<file path="src/rtl/core/owsm_pkg.sv">
// ----------------------------------------------------------------------------
// owsm_pkg - shared types and constants of the 1-wire slot master
// command codes, one-hot phase codes, pin modes and slot timings in ticks
// ----------------------------------------------------------------------------
package owsm_pkg;

  localparam int unsigned KindW  = 3;
  localparam int unsigned DataW  = 8;
  localparam int unsigned PinW   = 2;
  localparam int unsigned TimerW = 9;
  localparam int unsigned BitCntW = 4;

  // item kinds; codes 6 and 7 are no-op items
  typedef enum logic [KindW-1:0] {
    K_TICK  = 3'd0,
    K_RESET = 3'd1,
    K_WBIT  = 3'd2,
    K_RBIT  = 3'd3,
    K_WBYTE = 3'd4,
    K_RBYTE = 3'd5
  } kind_e;

  typedef enum logic [4:0] {
    PH_IDLE  = 5'b00001,
    PH_HIGH  = 5'b00010,
    PH_LOW   = 5'b00100,
    PH_REL   = 5'b01000,
    PH_RECOV = 5'b10000
  } phase_e;

  typedef enum logic [PinW-1:0] {
    PIN_REL  = 2'd0,
    PIN_LOW  = 2'd1,
    PIN_HIGH = 2'd2
  } pin_e;

  // phase lengths in 1 us ticks
  localparam logic [TimerW-1:0] T_HIGH        = 9'd5;
  localparam logic [TimerW-1:0] T_RST_LOW     = 9'd485;
  localparam logic [TimerW-1:0] T_RST_REL     = 9'd60;
  localparam logic [TimerW-1:0] T_RST_RECOV   = 9'd480;
  localparam logic [TimerW-1:0] T_W1_LOW      = 9'd10;
  localparam logic [TimerW-1:0] T_W0_LOW      = 9'd62;
  localparam logic [TimerW-1:0] T_W1_REL      = 9'd50;
  localparam logic [TimerW-1:0] T_RD_LOW      = 9'd2;
  localparam logic [TimerW-1:0] T_RD_REL      = 9'd15;
  localparam logic [TimerW-1:0] T_RD_RECOV    = 9'd45;

  localparam logic [BitCntW-1:0] BitsPerByte  = 4'd8;

endpackage

</file>
<file path="src/rtl/core/owsm_in_if.sv">
// ----------------------------------------------------------------------------
// owsm_in_if - command and tick channel
// valid/ready channel carrying one tick or command item
// ----------------------------------------------------------------------------
interface owsm_in_if;
  logic                        valid;
  logic                        ready;
  logic [owsm_pkg::KindW-1:0]  kind;
  logic [owsm_pkg::DataW-1:0]  data;
  logic                        bus_level;

  modport source (output valid, output kind, output data, output bus_level, input ready);
  modport sink   (input valid, input kind, input data, input bus_level, output ready);
endinterface

</file>
<file path="src/rtl/core/owsm_out_if.sv">
// ----------------------------------------------------------------------------
// owsm_out_if - result channel
// valid/ready channel carrying one status item per accepted input item
// ----------------------------------------------------------------------------
interface owsm_out_if;
  logic                        valid;
  logic                        ready;
  logic [owsm_pkg::PinW-1:0]   pin_mode;
  logic                        busy_res;
  logic                        done_res;
  logic [owsm_pkg::DataW-1:0]  result_value;
  logic                        rejected;

  modport source (output valid, output pin_mode, output busy_res, output done_res,
                  output result_value, output rejected, input ready);
  modport sink   (input valid, input pin_mode, input busy_res, input done_res,
                  input result_value, input rejected, output ready);
endinterface

</file>
<file path="src/rtl/core/one_wire_slot_master.sv">
// ----------------------------------------------------------------------------
// one_wire_slot_master - 1-wire bus master timed by 1 us tick items
// runs reset/presence, read-bit, write-bit and byte sequences, one status
// transaction out for every transaction in
// ----------------------------------------------------------------------------
//
//  channel  dir  handshake     payload
//  -------  ---  ------------  -------------------------------------------
//  in_i     in   valid/ready   kind[2:0], data[7:0], bus_level
//  out_o    out  valid/ready   pin_mode[1:0], busy_res, done_res,
//                              result_value[7:0], rejected
//
//  one transaction per cycle while out_o.ready stays high; its status appears on out_o the next cycle
//  the phase state machine updates at accept and the status lands in the
//  output register at the same edge
//  in_i.ready is high while the output register is empty or being drained
//  rst_ni clears the sequence state and the output valid flag at once
//
module one_wire_slot_master (
  input  logic clk_i,
  input  logic rst_ni,
  owsm_in_if.sink    in_i,
  owsm_out_if.source out_o
);
  import owsm_pkg::*;

  // sequence state
  phase_e                phase_q, phase_d;
  logic [TimerW-1:0]     timer_q, timer_d;
  logic [BitCntW-1:0]    bit_cnt_q, bit_cnt_d;
  logic [DataW-1:0]      shift_q, shift_d;
  kind_e                 cmd_q, cmd_d;

  // status of the current item
  logic                  done;
  logic                  rej;
  logic [DataW-1:0]      result;
  pin_e                  pin;

  // output register
  logic                  out_valid_q;
  pin_e                  pin_q;
  logic                  busy_q;
  logic                  done_q;
  logic [DataW-1:0]      result_q;
  logic                  rej_q;

  logic                  accept;
  logic                  is_write;
  logic                  is_byte;

  assign in_i.ready = !out_valid_q || out_o.ready;
  assign accept     = in_i.valid && in_i.ready;

  assign is_write = (cmd_q == K_WBIT) || (cmd_q == K_WBYTE);
  assign is_byte  = (cmd_q == K_WBYTE) || (cmd_q == K_RBYTE);

  always_comb begin
    phase_d   = phase_q;
    timer_d   = timer_q;
    bit_cnt_d = bit_cnt_q;
    shift_d   = shift_q;
    cmd_d     = cmd_q;
    done      = 1'b0;
    rej       = 1'b0;

    case (in_i.kind)
      K_TICK: begin
        if (phase_q != PH_IDLE) begin
          if (timer_q > 9'd1) begin
            timer_d = timer_q - 9'd1;
          end else begin
            // phase expires on this tick
            case (phase_q)
              PH_HIGH: begin
                phase_d = PH_LOW;
                if (cmd_q == K_RESET) begin
                  timer_d = T_RST_LOW;
                end else if (is_write) begin
                  timer_d = shift_q[0] ? T_W1_LOW : T_W0_LOW;
                end else begin
                  timer_d = T_RD_LOW;
                end
              end
              PH_LOW: begin
                if (cmd_q == K_RESET) begin
                  phase_d = PH_REL;
                  timer_d = T_RST_REL;
                end else if (is_write && shift_q[0]) begin
                  phase_d = PH_REL;
                  timer_d = T_W1_REL;
                end else if (is_write) begin
                  // write zero ends the slot at the end of the low time
                  done = 1'b1;
                end else begin
                  phase_d = PH_REL;
                  timer_d = T_RD_REL;
                end
              end
              PH_REL: begin
                if (cmd_q == K_RESET) begin
                  // line low at the sample point means a device is present
                  shift_d = {{(DataW-1){1'b0}}, !in_i.bus_level};
                  phase_d = PH_RECOV;
                  timer_d = T_RST_RECOV;
                end else if (is_write) begin
                  done = 1'b1;
                end else begin
                  if (cmd_q == K_RBYTE) begin
                    shift_d = {in_i.bus_level, shift_q[DataW-1:1]};
                  end else begin
                    shift_d = {{(DataW-1){1'b0}}, in_i.bus_level};
                  end
                  phase_d = PH_RECOV;
                  timer_d = T_RD_RECOV;
                end
              end
              PH_RECOV: begin
                done = 1'b1;
              end
              default: begin
                phase_d   = PH_IDLE;
                timer_d   = '0;
                bit_cnt_d = '0;
              end
            endcase

            // end of slot: next bit of a byte, or finish the command
            if (done) begin
              if (is_byte) begin
                if (cmd_q == K_WBYTE) begin
                  shift_d = shift_q >> 1;
                end
                bit_cnt_d = bit_cnt_q + 4'd1;
              end
              if (is_byte && (bit_cnt_d < BitsPerByte)) begin
                done    = 1'b0;
                phase_d = PH_HIGH;
                timer_d = T_HIGH;
              end else begin
                phase_d   = PH_IDLE;
                timer_d   = '0;
                bit_cnt_d = '0;
              end
            end
          end
        end
      end
      K_RESET, K_WBIT, K_RBIT, K_WBYTE, K_RBYTE: begin
        if (phase_q != PH_IDLE) begin
          rej = 1'b1;
        end else begin
          cmd_d     = kind_e'(in_i.kind);
          bit_cnt_d = '0;
          if (in_i.kind == K_WBIT) begin
            shift_d = {{(DataW-1){1'b0}}, (in_i.data != '0)};
          end else if (in_i.kind == K_WBYTE) begin
            shift_d = in_i.data;
          end else begin
            shift_d = '0;
          end
          phase_d = PH_HIGH;
          timer_d = T_HIGH;
        end
      end
      default: begin
        // unused kinds: report status, no time advance
      end
    endcase
  end

  // read commands report the sampled value, reset reports presence, writes report zero
  assign result = (done && !is_write) ? shift_d : '0;

  always_comb begin
    case (phase_d)
      PH_HIGH: pin = PIN_HIGH;
      PH_LOW:  pin = PIN_LOW;
      default: pin = PIN_REL;
    endcase
  end

  always_ff @(posedge clk_i or negedge rst_ni) begin
    if (!rst_ni) begin
      phase_q   <= PH_IDLE;
      timer_q   <= '0;
      bit_cnt_q <= '0;
      shift_q   <= '0;
      cmd_q     <= K_TICK;
    end else if (accept) begin
      phase_q   <= phase_d;
      timer_q   <= timer_d;
      bit_cnt_q <= bit_cnt_d;
      shift_q   <= shift_d;
      cmd_q     <= cmd_d;
    end
  end

  always_ff @(posedge clk_i or negedge rst_ni) begin
    if (!rst_ni) begin
      out_valid_q <= 1'b0;
    end else if (accept) begin
      out_valid_q <= 1'b1;
    end else if (out_o.ready) begin
      out_valid_q <= 1'b0;
    end
  end

  // status payload, no reset needed
  always_ff @(posedge clk_i) begin
    if (accept) begin
      pin_q    <= pin;
      busy_q   <= (phase_d != PH_IDLE);
      done_q   <= done;
      result_q <= result;
      rej_q    <= rej;
    end
  end

  assign out_o.valid        = out_valid_q;
  assign out_o.pin_mode     = pin_q;
  assign out_o.busy_res     = busy_q;
  assign out_o.done_res     = done_q;
  assign out_o.result_value = result_q;
  assign out_o.rejected     = rej_q;

  // a finished command leaves the block idle
  a_done_not_busy: assert property (@(posedge clk_i) disable iff (!rst_ni)
    out_o.valid && out_o.done_res |-> !out_o.busy_res)
    else $error("done reported while still busy");

  // a rejected command never finishes anything and only happens while busy
  a_reject_busy: assert property (@(posedge clk_i) disable iff (!rst_ni)
    out_o.valid && out_o.rejected |-> out_o.busy_res && !out_o.done_res)
    else $error("reject reported while idle or with done");

  // a command accepted while idle starts with the line driven high
  a_cmd_start: assert property (@(posedge clk_i) disable iff (!rst_ni)
    accept && (phase_q == PH_IDLE) &&
    ((in_i.kind == K_RESET) || (in_i.kind == K_WBIT) || (in_i.kind == K_RBIT) ||
     (in_i.kind == K_WBYTE) || (in_i.kind == K_RBYTE))
    |=> out_o.valid && out_o.busy_res && (out_o.pin_mode == PIN_HIGH))
    else $error("command did not start a high phase");

  // the bus is released whenever the block reports idle
  a_idle_released: assert property (@(posedge clk_i) disable iff (!rst_ni)
    out_o.valid && !out_o.busy_res |-> (out_o.pin_mode == PIN_REL))
    else $error("pin driven while idle");

endmodule

</file>
<file path="src/flat_wrapper.sv">
// flat-port wrapper written by rule: the top's interface ports become plain ports
module one_wire_slot_master_flat import owsm_pkg::*;
  (clk_i, rst_ni, in_i_valid, in_i_kind, in_i_data, in_i_bus_level, in_i_ready, out_o_valid, out_o_pin_mode, out_o_busy_res, out_o_done_res, out_o_result_value, out_o_rejected, out_o_ready);
  owsm_in_if in_i_i ();
  owsm_out_if out_o_i ();
  input  logic clk_i;
  input  logic rst_ni;
  input wire logic [$bits(in_i_i.valid)-1:0] in_i_valid;
  input wire logic [$bits(in_i_i.kind)-1:0] in_i_kind;
  input wire logic [$bits(in_i_i.data)-1:0] in_i_data;
  input wire logic [$bits(in_i_i.bus_level)-1:0] in_i_bus_level;
  output wire logic [$bits(in_i_i.ready)-1:0] in_i_ready;
  output wire logic [$bits(out_o_i.valid)-1:0] out_o_valid;
  output wire logic [$bits(out_o_i.pin_mode)-1:0] out_o_pin_mode;
  output wire logic [$bits(out_o_i.busy_res)-1:0] out_o_busy_res;
  output wire logic [$bits(out_o_i.done_res)-1:0] out_o_done_res;
  output wire logic [$bits(out_o_i.result_value)-1:0] out_o_result_value;
  output wire logic [$bits(out_o_i.rejected)-1:0] out_o_rejected;
  input wire logic [$bits(out_o_i.ready)-1:0] out_o_ready;
  assign in_i_i.valid = in_i_valid;
  assign in_i_i.kind = in_i_kind;
  assign in_i_i.data = in_i_data;
  assign in_i_i.bus_level = in_i_bus_level;
  assign in_i_ready = in_i_i.ready;
  assign out_o_valid = out_o_i.valid;
  assign out_o_pin_mode = out_o_i.pin_mode;
  assign out_o_busy_res = out_o_i.busy_res;
  assign out_o_done_res = out_o_i.done_res;
  assign out_o_result_value = out_o_i.result_value;
  assign out_o_rejected = out_o_i.rejected;
  assign out_o_i.ready = out_o_ready;
  one_wire_slot_master u_core (.clk_i(clk_i), .rst_ni(rst_ni), .in_i(in_i_i), .out_o(out_o_i));
endmodule
</file>
<file path="config.mk">
export PLATFORM = sky130hd
export DESIGN_NAME = one_wire_slot_master_flat
export DESIGN_NICKNAME = d
export VERILOG_FILES = /design/src/rtl/core/owsm_pkg.sv /design/src/rtl/core/owsm_in_if.sv /design/src/rtl/core/owsm_out_if.sv /design/src/rtl/core/one_wire_slot_master.sv /design/src/flat_wrapper.sv
export SDC_FILE = /design/constraint.sdc
export NUM_CORES = 1
export LEC_CHECK = 0
export CAP_MARGIN = 15
export CORE_MARGIN = 2
export CORE_UTILIZATION = 30
export CTS_CLUSTER_SIZE = 24
export DETAILED_ROUTE_END_ITERATION = 8
export DONT_BUFFER_PORTS = 1
export PLACE_DENSITY_LB_ADDON = 0.12
export SYNTH_ARGS = -nofsm -noshare
export SYNTH_HDL_FRONTEND = slang
export SYNTH_SLANG_ARGS = --single-unit
export TNS_END_PERCENT = 50
</file>
<file path="constraint.sdc">
create_clock -name clk_i -period 4.8 [get_ports clk_i]
set_input_delay 0.48 -clock clk_i [delete_from_list [all_inputs] [get_ports clk_i]]
set_output_delay 0.48 -clock clk_i [all_outputs]
set_load 0.005 [all_outputs]
</file>
Yosys cells after proc, flatten, opt, wreduce, memory -nomap -nowiden --
Cells that the tools add are included.
Word-level totals: register bits after elaboration 43, input port bits 16, output and inout port bits 15, word-level logic and storage cells 127
Operators by class: $add $sub $neg 2, $lt $le $gt $ge 2, eq/ne operators 23, mux-type cells 69, bitwise operators 1, reduce and logical (&&, ||, !) cells 19
Operators by type and width (count):
- $mux W9 | 11
- $mux W8 | 12
- $mux W5 | 9
- $mux W4 | 11
- $pmux W9 S4 | 1
- $pmux W5 S4 | 1
- $pmux W9 S2 | 1
- $pmux W8 S2 | 1
- $mux W1 | 15
- $eq A3 B3 Y1 const B | 4
- $eq A5 B2 Y1 const B | 2
- $eq A5 B3 Y1 const B | 2
- $ne A5 B1 Y1 const B | 2
- $pmux W5 S2 | 1
- $eq A3 B2 Y1 const B | 3
- $gt A9 B1 Y1 const B | 1
- $sub A9 B1 Y9 const B | 1
- $pmux W4 S2 | 1
- $reduce_bool A8 Y1 | 1
- $ne A7 B7 Y1 const B | 1
- $reduce_and A7 Y1 | 1
- $eq A3 B1 Y1 const B | 2
- $mux W6 | 1
- $ne A6 B6 Y1 const B | 1
- 21 further kinds | 30

Depth between registers and ports, before layout --
Gate-level depths: netlist of run 1.
word-level depth 22, mapped depth 9, gate-level depth less buffers 8

Least setup slack after synthesis of run 1 --
No wires, ideal clock.
path type register to register, start register u_core.timer_q[6], end register u_core.bit_cnt_q[2], library setup time 124 ps, arrival time 2320 ps, required time 4676 ps, path slack 2356 ps, cell stages (with the launch flop) 9, buffers on the path 2, clock period less this slack 2444 ps, path through dfrtp_1 -> or4_1 -> buf_2 -> or4b_1 -> buf_6 -> o21ai_4 -> nand2_2 -> a21o_1 -> a211o_1
On the way: word-level cells in the longest chain between the ends 3
RTL lines:
- from (decl) | RTL line one_wire_slot_master.sv:29 | logic [TimerW-1:0] timer_q, timer_d;
- from (signal assigned) | RTL line one_wire_slot_master.sv:192 | timer_q <= timer_d;
- $gt A9 B1 Y1 | RTL line one_wire_slot_master.sv:70 | if (timer_q > 9'd1) begin
- $ne A2 B2 Y1 (no source line)
- $reduce_and A5 Y1 (no source line)
- to (signal assigned) | RTL line one_wire_slot_master.sv:193 | bit_cnt_q <= bit_cnt_d;
- to (decl) | RTL line one_wire_slot_master.sv:30 | logic [BitCntW-1:0] bit_cnt_q, bit_cnt_d;
Every way passes these cells. A chain may end at the register's enable or synchronous reset.

Worst setup path after layout of run 1 --
start register u_core.timer_q[5], end register u_core.result_q[6], in the netlist u_core.out_o.result_value[6] (data pin)
On the way: word-level cells in the longest chain between the ends 5, elaborated cells on any way between the ends 8, classes of those cells order compare (1); mux (6); reduce/logical (1)
RTL lines:
- $gt A9 B1 Y1 * | RTL line one_wire_slot_master.sv:70
- $mux W1 | RTL line one_wire_slot_master.sv:70
- $mux W1 | RTL line one_wire_slot_master.sv:69 | if (phase_q != PH_IDLE) begin
- $mux W1 | RTL line one_wire_slot_master.sv:67 | case (in_i.kind)
- $logic_and A1 B1 Y1 | RTL line one_wire_slot_master.sv:173 | assign result = (done && !is_write) ? shift_d : '0;
- to (signal assigned) | RTL line one_wire_slot_master.sv:215 | result_q <= result;
- to (decl) | RTL line one_wire_slot_master.sv:45 | logic [DataW-1:0] result_q;
Every way passes the cells marked *; elsewhere a longest branch is shown, timed or not.

==> summary by stage, run 1 <==
Global route
The maximum number of pins on one net before global-route repair is 31. The via count of the first global-routing pass is 2467. The initial antenna violation count was 0. The first global-routing pass estimated 13400 um of wire. Summed over all layers, the global routing overflow is 0. The global router's overall resource usage is 0.167.

Synth
Counting distinct cell types in the post-synthesis netlist gives 64. The sequential cell area fraction in the yosys report is 0.401. Of the total synthesized cell area, the portion taken by XOR and XNOR cells is 0.00614.

For this run, the number of Yosys warnings is 0. After synthesis the netlist holds a flip-flop and latch count of 43. The post-synthesis net count is 340. Of the total synthesized cell area, the portion taken by AND, OR, NAND and NOR gates is 0.236. The portion of netlist area occupied by mux cells is 0.0228. The adder and majority cell fraction of the synthesized area is 0.0132.

Counting flops with an async set or reset pin after synthesis yields a share of 0.698. Yosys mapped a number of flops with a built-in enable equal to 13. Summing every instance area after synthesis gives between 2000 and 3000 um^2. After technology mapping, the gate count stands at 321.

The dominant combinational cell family by area after synthesis is compound AO/OA/AOI/OAI gates. The top flip-flop cell by instance count after synthesis is dfrtp_1. The share of the synthesized area in compound gates (AO/OA/AOI/OAI) came to 0.278. Dividing the synthesized area by the synthesized cell count gives 8.88 um^2.

Drt
The routed wire length per instance is 18.3 um. The remaining antenna violation count after routing is 0. The number of DRC markers after the initial detailed-route iteration is between 100 and 150. The total DRC errors in the routed layout is 0. The pre-antenna-repair detailed-routing pass consisted of 4 iterations. The count of vias placed by the detailed router is 2470.

The total wire length after detailed routing is 8110 um. The post-detailed-route via-to-cell ratio is 5.59.

Layout
The number of nets in the finished design is between 300 and 400. Fill cells in the final layout number 985. The top cell types in the final layout, fill and taps aside, are nor2_1 (33), a21oi_1 (29), dfrtp_1 (29), nand2_1 (26), o21ai_0 (21). The repair_antennas step left the layout with diodes totalling 0. The leading cell type in the layout, fill and taps excluded is nor2_1. The sequential cells in the finished layout cover a total of 1140 um^2. The area growth from synthesis to layout is 8.78%. Of the cells placed in the final design, the portion with a size suffix greater than 1 is 0.121. The combined area of the multi-input logic cells is 1590 um^2.

STA
Hold is met by 0.285 ns. In this run the tightest slew margin relative to its limit is 0.463. After layout, the minimum clock period comes to 2.93 ns. The number of slew-limit violations in the final report was 0.

For the final database, setup skew stands at around 0.0063 ns. The total of endpoints with negative setup slack in the final report is 0. The final number of hold-violating endpoints is 0.

The final setup TNS is 0 ns. The share of the cycle needed by the critical path after routing is 0.609. For this run, the top clock speed supported by timing is 342 MHz. At the pin with the least slew margin, the transition time is 0.804 ns. Setup repair after global routing left no endpoint under its margin.

Floorplan
The effective utilization at floorplan is 0.309. From left edge to right edge, the die measures 101 um. The chip height is 101 um. The die covers 10300 um^2. The core region is 9240 um^2. The standard-cell row count is 35. In this run the count of I/O pins placed on the die edge is 31.

Worst setup path
The worst setup path is launched from a flip-flop. The setup path with the least slack is of type flip-flop to flip-flop. STA classifies the critical path endpoint as a flip-flop. The biggest fanout along the worst timing path is 8. The data arrival time of the worst path is 3.08 ns. At the worst endpoint, the required time is 4.95 ns.

Job
The max-cap check violation count is 0.

Worst hold path
The class of the tightest hold or removal check is input pin to flip-flop.

Power
The switching share of power is 0.391. The largest vdd supply drop is between 0.1 and 0.15 mV. Summed over all cells, the static leakage comes to around 1.1 nW. The net switching power of the design is about 0.53 mW. The share of total power dissipated in sequential elements is 0.401.

The proportion of power drawn by combinational gates is 0.342. The internal portion of the total power is about 0.82 mW. The power per unit of standard cell area is roughly 430 nW/um^2. The share of total power dissipated in the clock network is 0.257.

Place
The routability congestion estimate is about 0.88. Detailed placement ended at an HPWL of 5990 um. In this run the tool buffered the top-level ports with 0 buffer cells.

Clocking
The clock passes through at most 2 buffers. The H-tree level count is 2. Once the clock tree was built, the resizer swapped 0 gates to a different size.

The clock-pin slew on the worst setup and hold paths is about 0.09 ns. The number of buffers inserted during clock tree synthesis is 5. The clock sink count is 43. The root buffer cell is clkbuf_8. TritonCTS built the clock tree. The clock latency of the later-clocked register in the worst-skew pair is around 0.3 ns.

Outcome
The flow ran to the end, and the final reports show no timing, DRC or antenna violations.
layer usage:
| layer | vias up | global-route usage | part of all wire |
|---|---|---|---|
| li1 | 1191 | - | - |
| met1 | 1201 | 0.239 | 0.50 |
| met5 | - | 0 | 0 |
| met3 | 11 | 0.0338 | 0.042 |
| met4 | 0 | 0.0530 | 0.015 |
| met2 | 67 | 0.253 | 0.45 |
worst paths after layout:
check                                    start                            to  slack, ns  depth (start not counted)
setup / recovery             u_core.timer_q[5]  u_core.out_o.result_value[6]       1.87                          5
hold / removal                      in_i_valid            u_core.out_o.valid       0.29                          1
setup reg to reg             u_core.timer_q[5]  u_core.out_o.result_value[6]       1.87                          5
hold reg to reg            u_core.bit_cnt_q[3]           u_core.bit_cnt_q[3]       0.52                          1
max in group asynchronous               rst_ni             u_core.phase_q[0]       3.94                          2
min in group asynchronous               rst_ni             u_core.shift_q[0]       0.61                          2
power by group through the flow:
| stage | Clock (mW) | Sequential (mW) | Combinational [mW] |
|---|---|---|---|
| floorplan | 0 | 0.491 | 0.400 |
| global placement | 0 | 0.545 | 0.452 |
| detailed placement | 0 | 0.545 | 0.447 |
| CTS | 0.357 | 0.538 | 0.458 |
| global route | 0.374 | 0.554 | 0.516 |
| finish | 0.346 | 0.541 | 0.461 |
stage by stage:
step	instances	util	power, mW	worst slack [ns]	area [um^2]
global placement	432	0.318	0.997	1.87	2940
CTS	442	0.336	1.35	1.90	3100
floorplan	321	-	0.891	2.36	2850
finish	442	0.336	1.35	1.87	3100
global route	442	0.336	1.44	1.76	3100
detailed placement	432	0.318	0.992	1.90	2940
critical path: stages (launching register included):
cell and delay, ns:
dfrtp_1 0.40, or4_1 0.64, nor4b_4 0.54, nand2_2 0.19
or4b_1 0.80, a21oi_2 0.20
flip-flops by register name (all words and copies together), names as in the netlist:
register / flops
u_core.out_o.valid: 1
u_core.phase_q: 5
u_core.out_o.pin_mode: 2
u_core.out_o.done_res: 1
u_core.out_o.rejected: 1
u_core.out_o.busy_res: 1
u_core.out_o.result_value: 8
u_core.bit_cnt_q: 4
u_core.timer_q: 9
u_core.shift_q: 8
u_core.cmd_q: 3
synthesized netlist by cell type, types with 4 or more instances:
library cell / n / share of area
a21o_1: 4 / 0.011
a21oi_1: 29 / 0.051
a21oi_2: 7 / 0.022
a22o_1: 8 / 0.025
a31oi_1: 8 / 0.018
clkbuf_1: 15 / 0.020
dfrtp_1: 29 / 0.25
edfxtp_1: 13 / 0.14
inv_1: 10 / 0.013
mux2_2: 4 / 0.016
nand2_1: 26 / 0.034
nand2b_1: 11 / 0.024
nand3_1: 6 / 0.011
nor2_1: 33 / 0.043
nor3_1: 6 / 0.011
nor3b_1: 8 / 0.021
nor4_1: 4 / 0.0088
o21ai_0: 21 / 0.037
o2bb2ai_1: 6 / 0.018
or2_2: 4 / 0.0088
or4_1: 4 / 0.011
what timing repair did:
item                                    CTS  global route
endpoints found under the setup margin    0             0
hold buffers                              2             0
hold endpoints to repair                 30             0
buffers inserted                          0             0
cell type report:
class / count / area share
clock buffer: 5 / 0.0222
sequential: 43 / 0.368
multi-input combinational: 249 / 0.511
clock inverter: 3 / 0.0218
timing repair buffer: 3 / 0.0121
inverter: 10 / 0.0121
tap: 129 / 0.0520
logic make-up (layout without fill, tap and decap cells):
logic type | Yosys count | after routing
AO/OA/AOI/OAI | 115 | 115
flip-flops | 43 | 43
adder cells (fa/ha/maj) | 3 | 3
buffers and inverters | 29 | 21
AND/OR/NAND/NOR | 123 | 123
multiplexers | 6 | 6
XOR/XNOR | 2 | 2
Note: power is estimated with default switching activity, not from simulation.
==> run 2: changes to the inputs <==
==> constraint.sdc (replaced) <==
create_clock -name clk_i -period 2.9 [get_ports clk_i]
set_input_delay 0.29 -clock clk_i [delete_from_list [all_inputs] [get_ports clk_i]]
set_output_delay 0.29 -clock clk_i [all_outputs]
set_load 0.005 [all_outputs]
==> summary by stage, run 2 (synthesis gave the netlist of run 1 again) <==
Outcome
Run status: complete, no violations (unchanged).

Power
The leakage dissipation is 1.18 nW (was 1.13 nW). The largest vdd supply drop was 0.203 mV (was 0.129 mV). The share of power burned in registers is 0.400 (was 0.401). The net switching power of the design came to 0.886 mW (was 0.527 mW).

The power per unit of standard cell area is 697 nW/um^2 (was 435 nW/um^2). The internal power consumption was 1.32 mW (was 0.821 mW). The proportion of power drawn by combinational gates came to 0.376 (was 0.342).

The switching share of power is 0.401 (was 0.391). The clock network fraction of design power is 0.223 (was 0.257).

Worst setup path
The critical setup path kind is flip-flop to flip-flop (unchanged). The slowest cell on the critical path is or4b_1 (unchanged). The nature of the critical path startpoint was a flip-flop (unchanged).

The biggest fanout along the worst timing path is 8 (unchanged). The nature of the critical path endpoint was a flip-flop (unchanged). Critical path, cell by cell: or4_1 -> or4b_1 -> nor2_1 -> a21oi_1 -> nand2b_1 -> o2bb2ai_1 (was or4_1 -> nor4b_4 -> nand2_2 -> or4b_1 -> a21oi_2). The sum of buffers and inverters on the critical path is 0 (unchanged). The worst path required time is 3.08 ns (was 4.95 ns). The maximum cell stage delay along the critical path was 0.73 ns (was 0.80 ns). The family with the most delay on the worst path is simple AND/OR/NAND/NOR gates (unchanged). The data arrival time of the worst path was 2.89 ns (was 3.08 ns).

Global route
The total congestion overflow is 0 (unchanged). The first-pass GRT wire length is 13600 um (was 13400 um). The maximum number of pins on one net before global-route repair came to 31 (unchanged). The initial antenna violation count is 0 (unchanged). The global router's overall resource usage is 0.171 (was 0.167). The via count of the first global-routing pass is 2417 (was 2467).

Place
The minimum setup slack after placement came to 0.217 ns (was 1.90 ns). The half-perimeter wire length after placement was 6190 um (was 5990 um). The post-detailed-placement cell area is 3030 um^2 (was 2940 um^2). The routability congestion estimate is 0.844 (was 0.883). The port buffer count is 0 (unchanged).

Drt
The total wire length after detailed routing is 8320 um (was 8110 um). The post-detailed-route via-to-cell ratio is 5.66 (was 5.59). The count of vias placed by the detailed router came to 2568 (was 2470). The remaining antenna violation count after routing is 0 (unchanged).

The routed wire length per instance is 18.3 um (about the same). The number of detailed-routing iterations run before antenna repair came to 4 (unchanged). The total DRC errors in the routed layout was 0 (unchanged).

The number of DRC markers after the initial detailed-route iteration is 126 (was 110).

Clocking
The number of buffers inserted during clock tree synthesis came to 5 (unchanged). The post-cts resize count came to 0 (unchanged). The clock-pin slew on the worst setup and hold paths is 0.10 ns (was 0.09 ns). The H-tree level count is 2 (unchanged). The clock sink count is 43 (unchanged). The clock latency of the later-clocked register in the worst-skew pair came to 0.30 ns (about the same).

The root buffer cell is clkbuf_8 (unchanged). The TritonCTS clock tree is done (unchanged). The buffer levels on the longest clock path was 2 (unchanged).

STA
The worst max-slew margin expressed relative to the limit was 0.598 (was 0.463). The final number of hold-violating endpoints came to 0 (unchanged). The worst-case setup margin in the final layout is 0.187 ns (was 1.87 ns).

The post-layout minimum cycle time is 2.71 ns (was 2.93 ns). Setup repair after global routing missed its margin: false (unchanged). The number of slew-limit violations in the final report is 0 (unchanged). The share of the cycle needed by the critical path after routing is 0.935 (was 0.609). The highest clock frequency the design can meet is 369 MHz (was 342 MHz). The slew at the pin closest to its max-slew limit is 0.588 ns (was 0.804 ns).

The final setup TNS is 0 ns (unchanged). The tightest hold margin is 0.0832 ns (was 0.285 ns). The worst clock skew came to 0.0142 ns (was 0.00628 ns).

The total of endpoints with negative setup slack in the final report is 0 (unchanged).

Layout
The most flop-heavy register is u_core.timer_q (unchanged). The number of flip-flops under the largest register name is 9 (unchanged). The area growth from synthesis to layout is 11.2% (was 8.78%). The antenna diode count is 0 (unchanged). The fraction of final layout cells with drive strength greater than 1 is 0.154 (was 0.121). The leading cell type in the layout, fill and taps excluded is nor2_1 (unchanged). The final core utilization is 0.343 (was 0.336). The post-route cell area is 3170 um^2 (was 3100 um^2). Most frequent cells in the layout: nor2_1 (33), a21oi_1 (29), dfrtp_1 (29), nand2_1 (26), o21ai_0 (21) (unchanged). The number of nets in the finished design is 343 (was 331).

Floorplan
The I/O pin count came to 31 (unchanged). The effective utilization at floorplan is 0.309 (unchanged). The full die area is 10300 um^2 (unchanged). The standard-cell row count is 35 (unchanged). The chip height is 101 um (unchanged). The die extent in x is 101 um (unchanged). The core box area is 9240 um^2 (unchanged).

Job
The max-cap check violation count is 0 (unchanged).

Worst hold path
The class of the tightest hold or removal check is input pin to flip-flop (unchanged).
[run 2: worst paths after layout]
path / endpoint / depth (start not counted) / start / slack [ns]
worst max-delay path: u_core.shift_q[6] / 6 / u_core.timer_q[5] / 0.19
worst min register to register: u_core.bit_cnt_q[3] / 1 / u_core.bit_cnt_q[3] / 0.51
worst max register to register: u_core.shift_q[6] / 6 / u_core.timer_q[5] / 0.19
worst min-delay path: u_core.out_o.valid / 1 / in_i_valid / 0.08
max in group asynchronous: u_core.phase_q[0] / 2 / rst_ni / 2.21
min in group asynchronous: u_core.shift_q[4] / 2 / rst_ni / 0.45
[run 2: per-layer routing]
layer,track usage,wire length [um]
met4,0.0437,93
met5,0,0
met3,0.0311,392
met2,0.265,3890
met1,0.245,3950
[run 2: area by class of cell]
type / instances / area, um^2
fill: 959 / 6070
sequential: 43 / 1140
clock buffer: 5 / 68.8
inverter: 10 / 37.5
timing repair buffer: 15 / 128
multi-input combinational: 249 / 1590
tap: 129 / 161
clock inverter: 3 / 47.5
[run 2: repair_timing]
action / 4_1_cts / 5_1_grt
setup buffers: 0 / 0
endpoints found under the hold margin: 30 / 0
hold buffers: 2 / 0
[run 2: stage by stage]
| stage | total power [mW] | instances |
|---|---|---|
| 2_1_floorplan | 1.47 | 321 |
| 3_3_place_gp | 1.71 | 444 |
| 3_5_place_dp | 1.70 | 444 |
| 4_1_cts | 2.23 | 454 |
| 5_1_grt | 2.38 | 454 |
| 6_report | 2.21 | 454 |
[run 2: power groups by stage]
stage	Clock [mW]	Sequential (mW)	Combinational, mW
2_1_floorplan	0	0.812	0.662
3_3_place_gp	0	0.894	0.817
3_5_place_dp	0	0.893	0.812
4_1_cts	0.513	0.882	0.831
5_1_grt	0.540	0.909	0.934
6_report	0.494	0.886	0.832
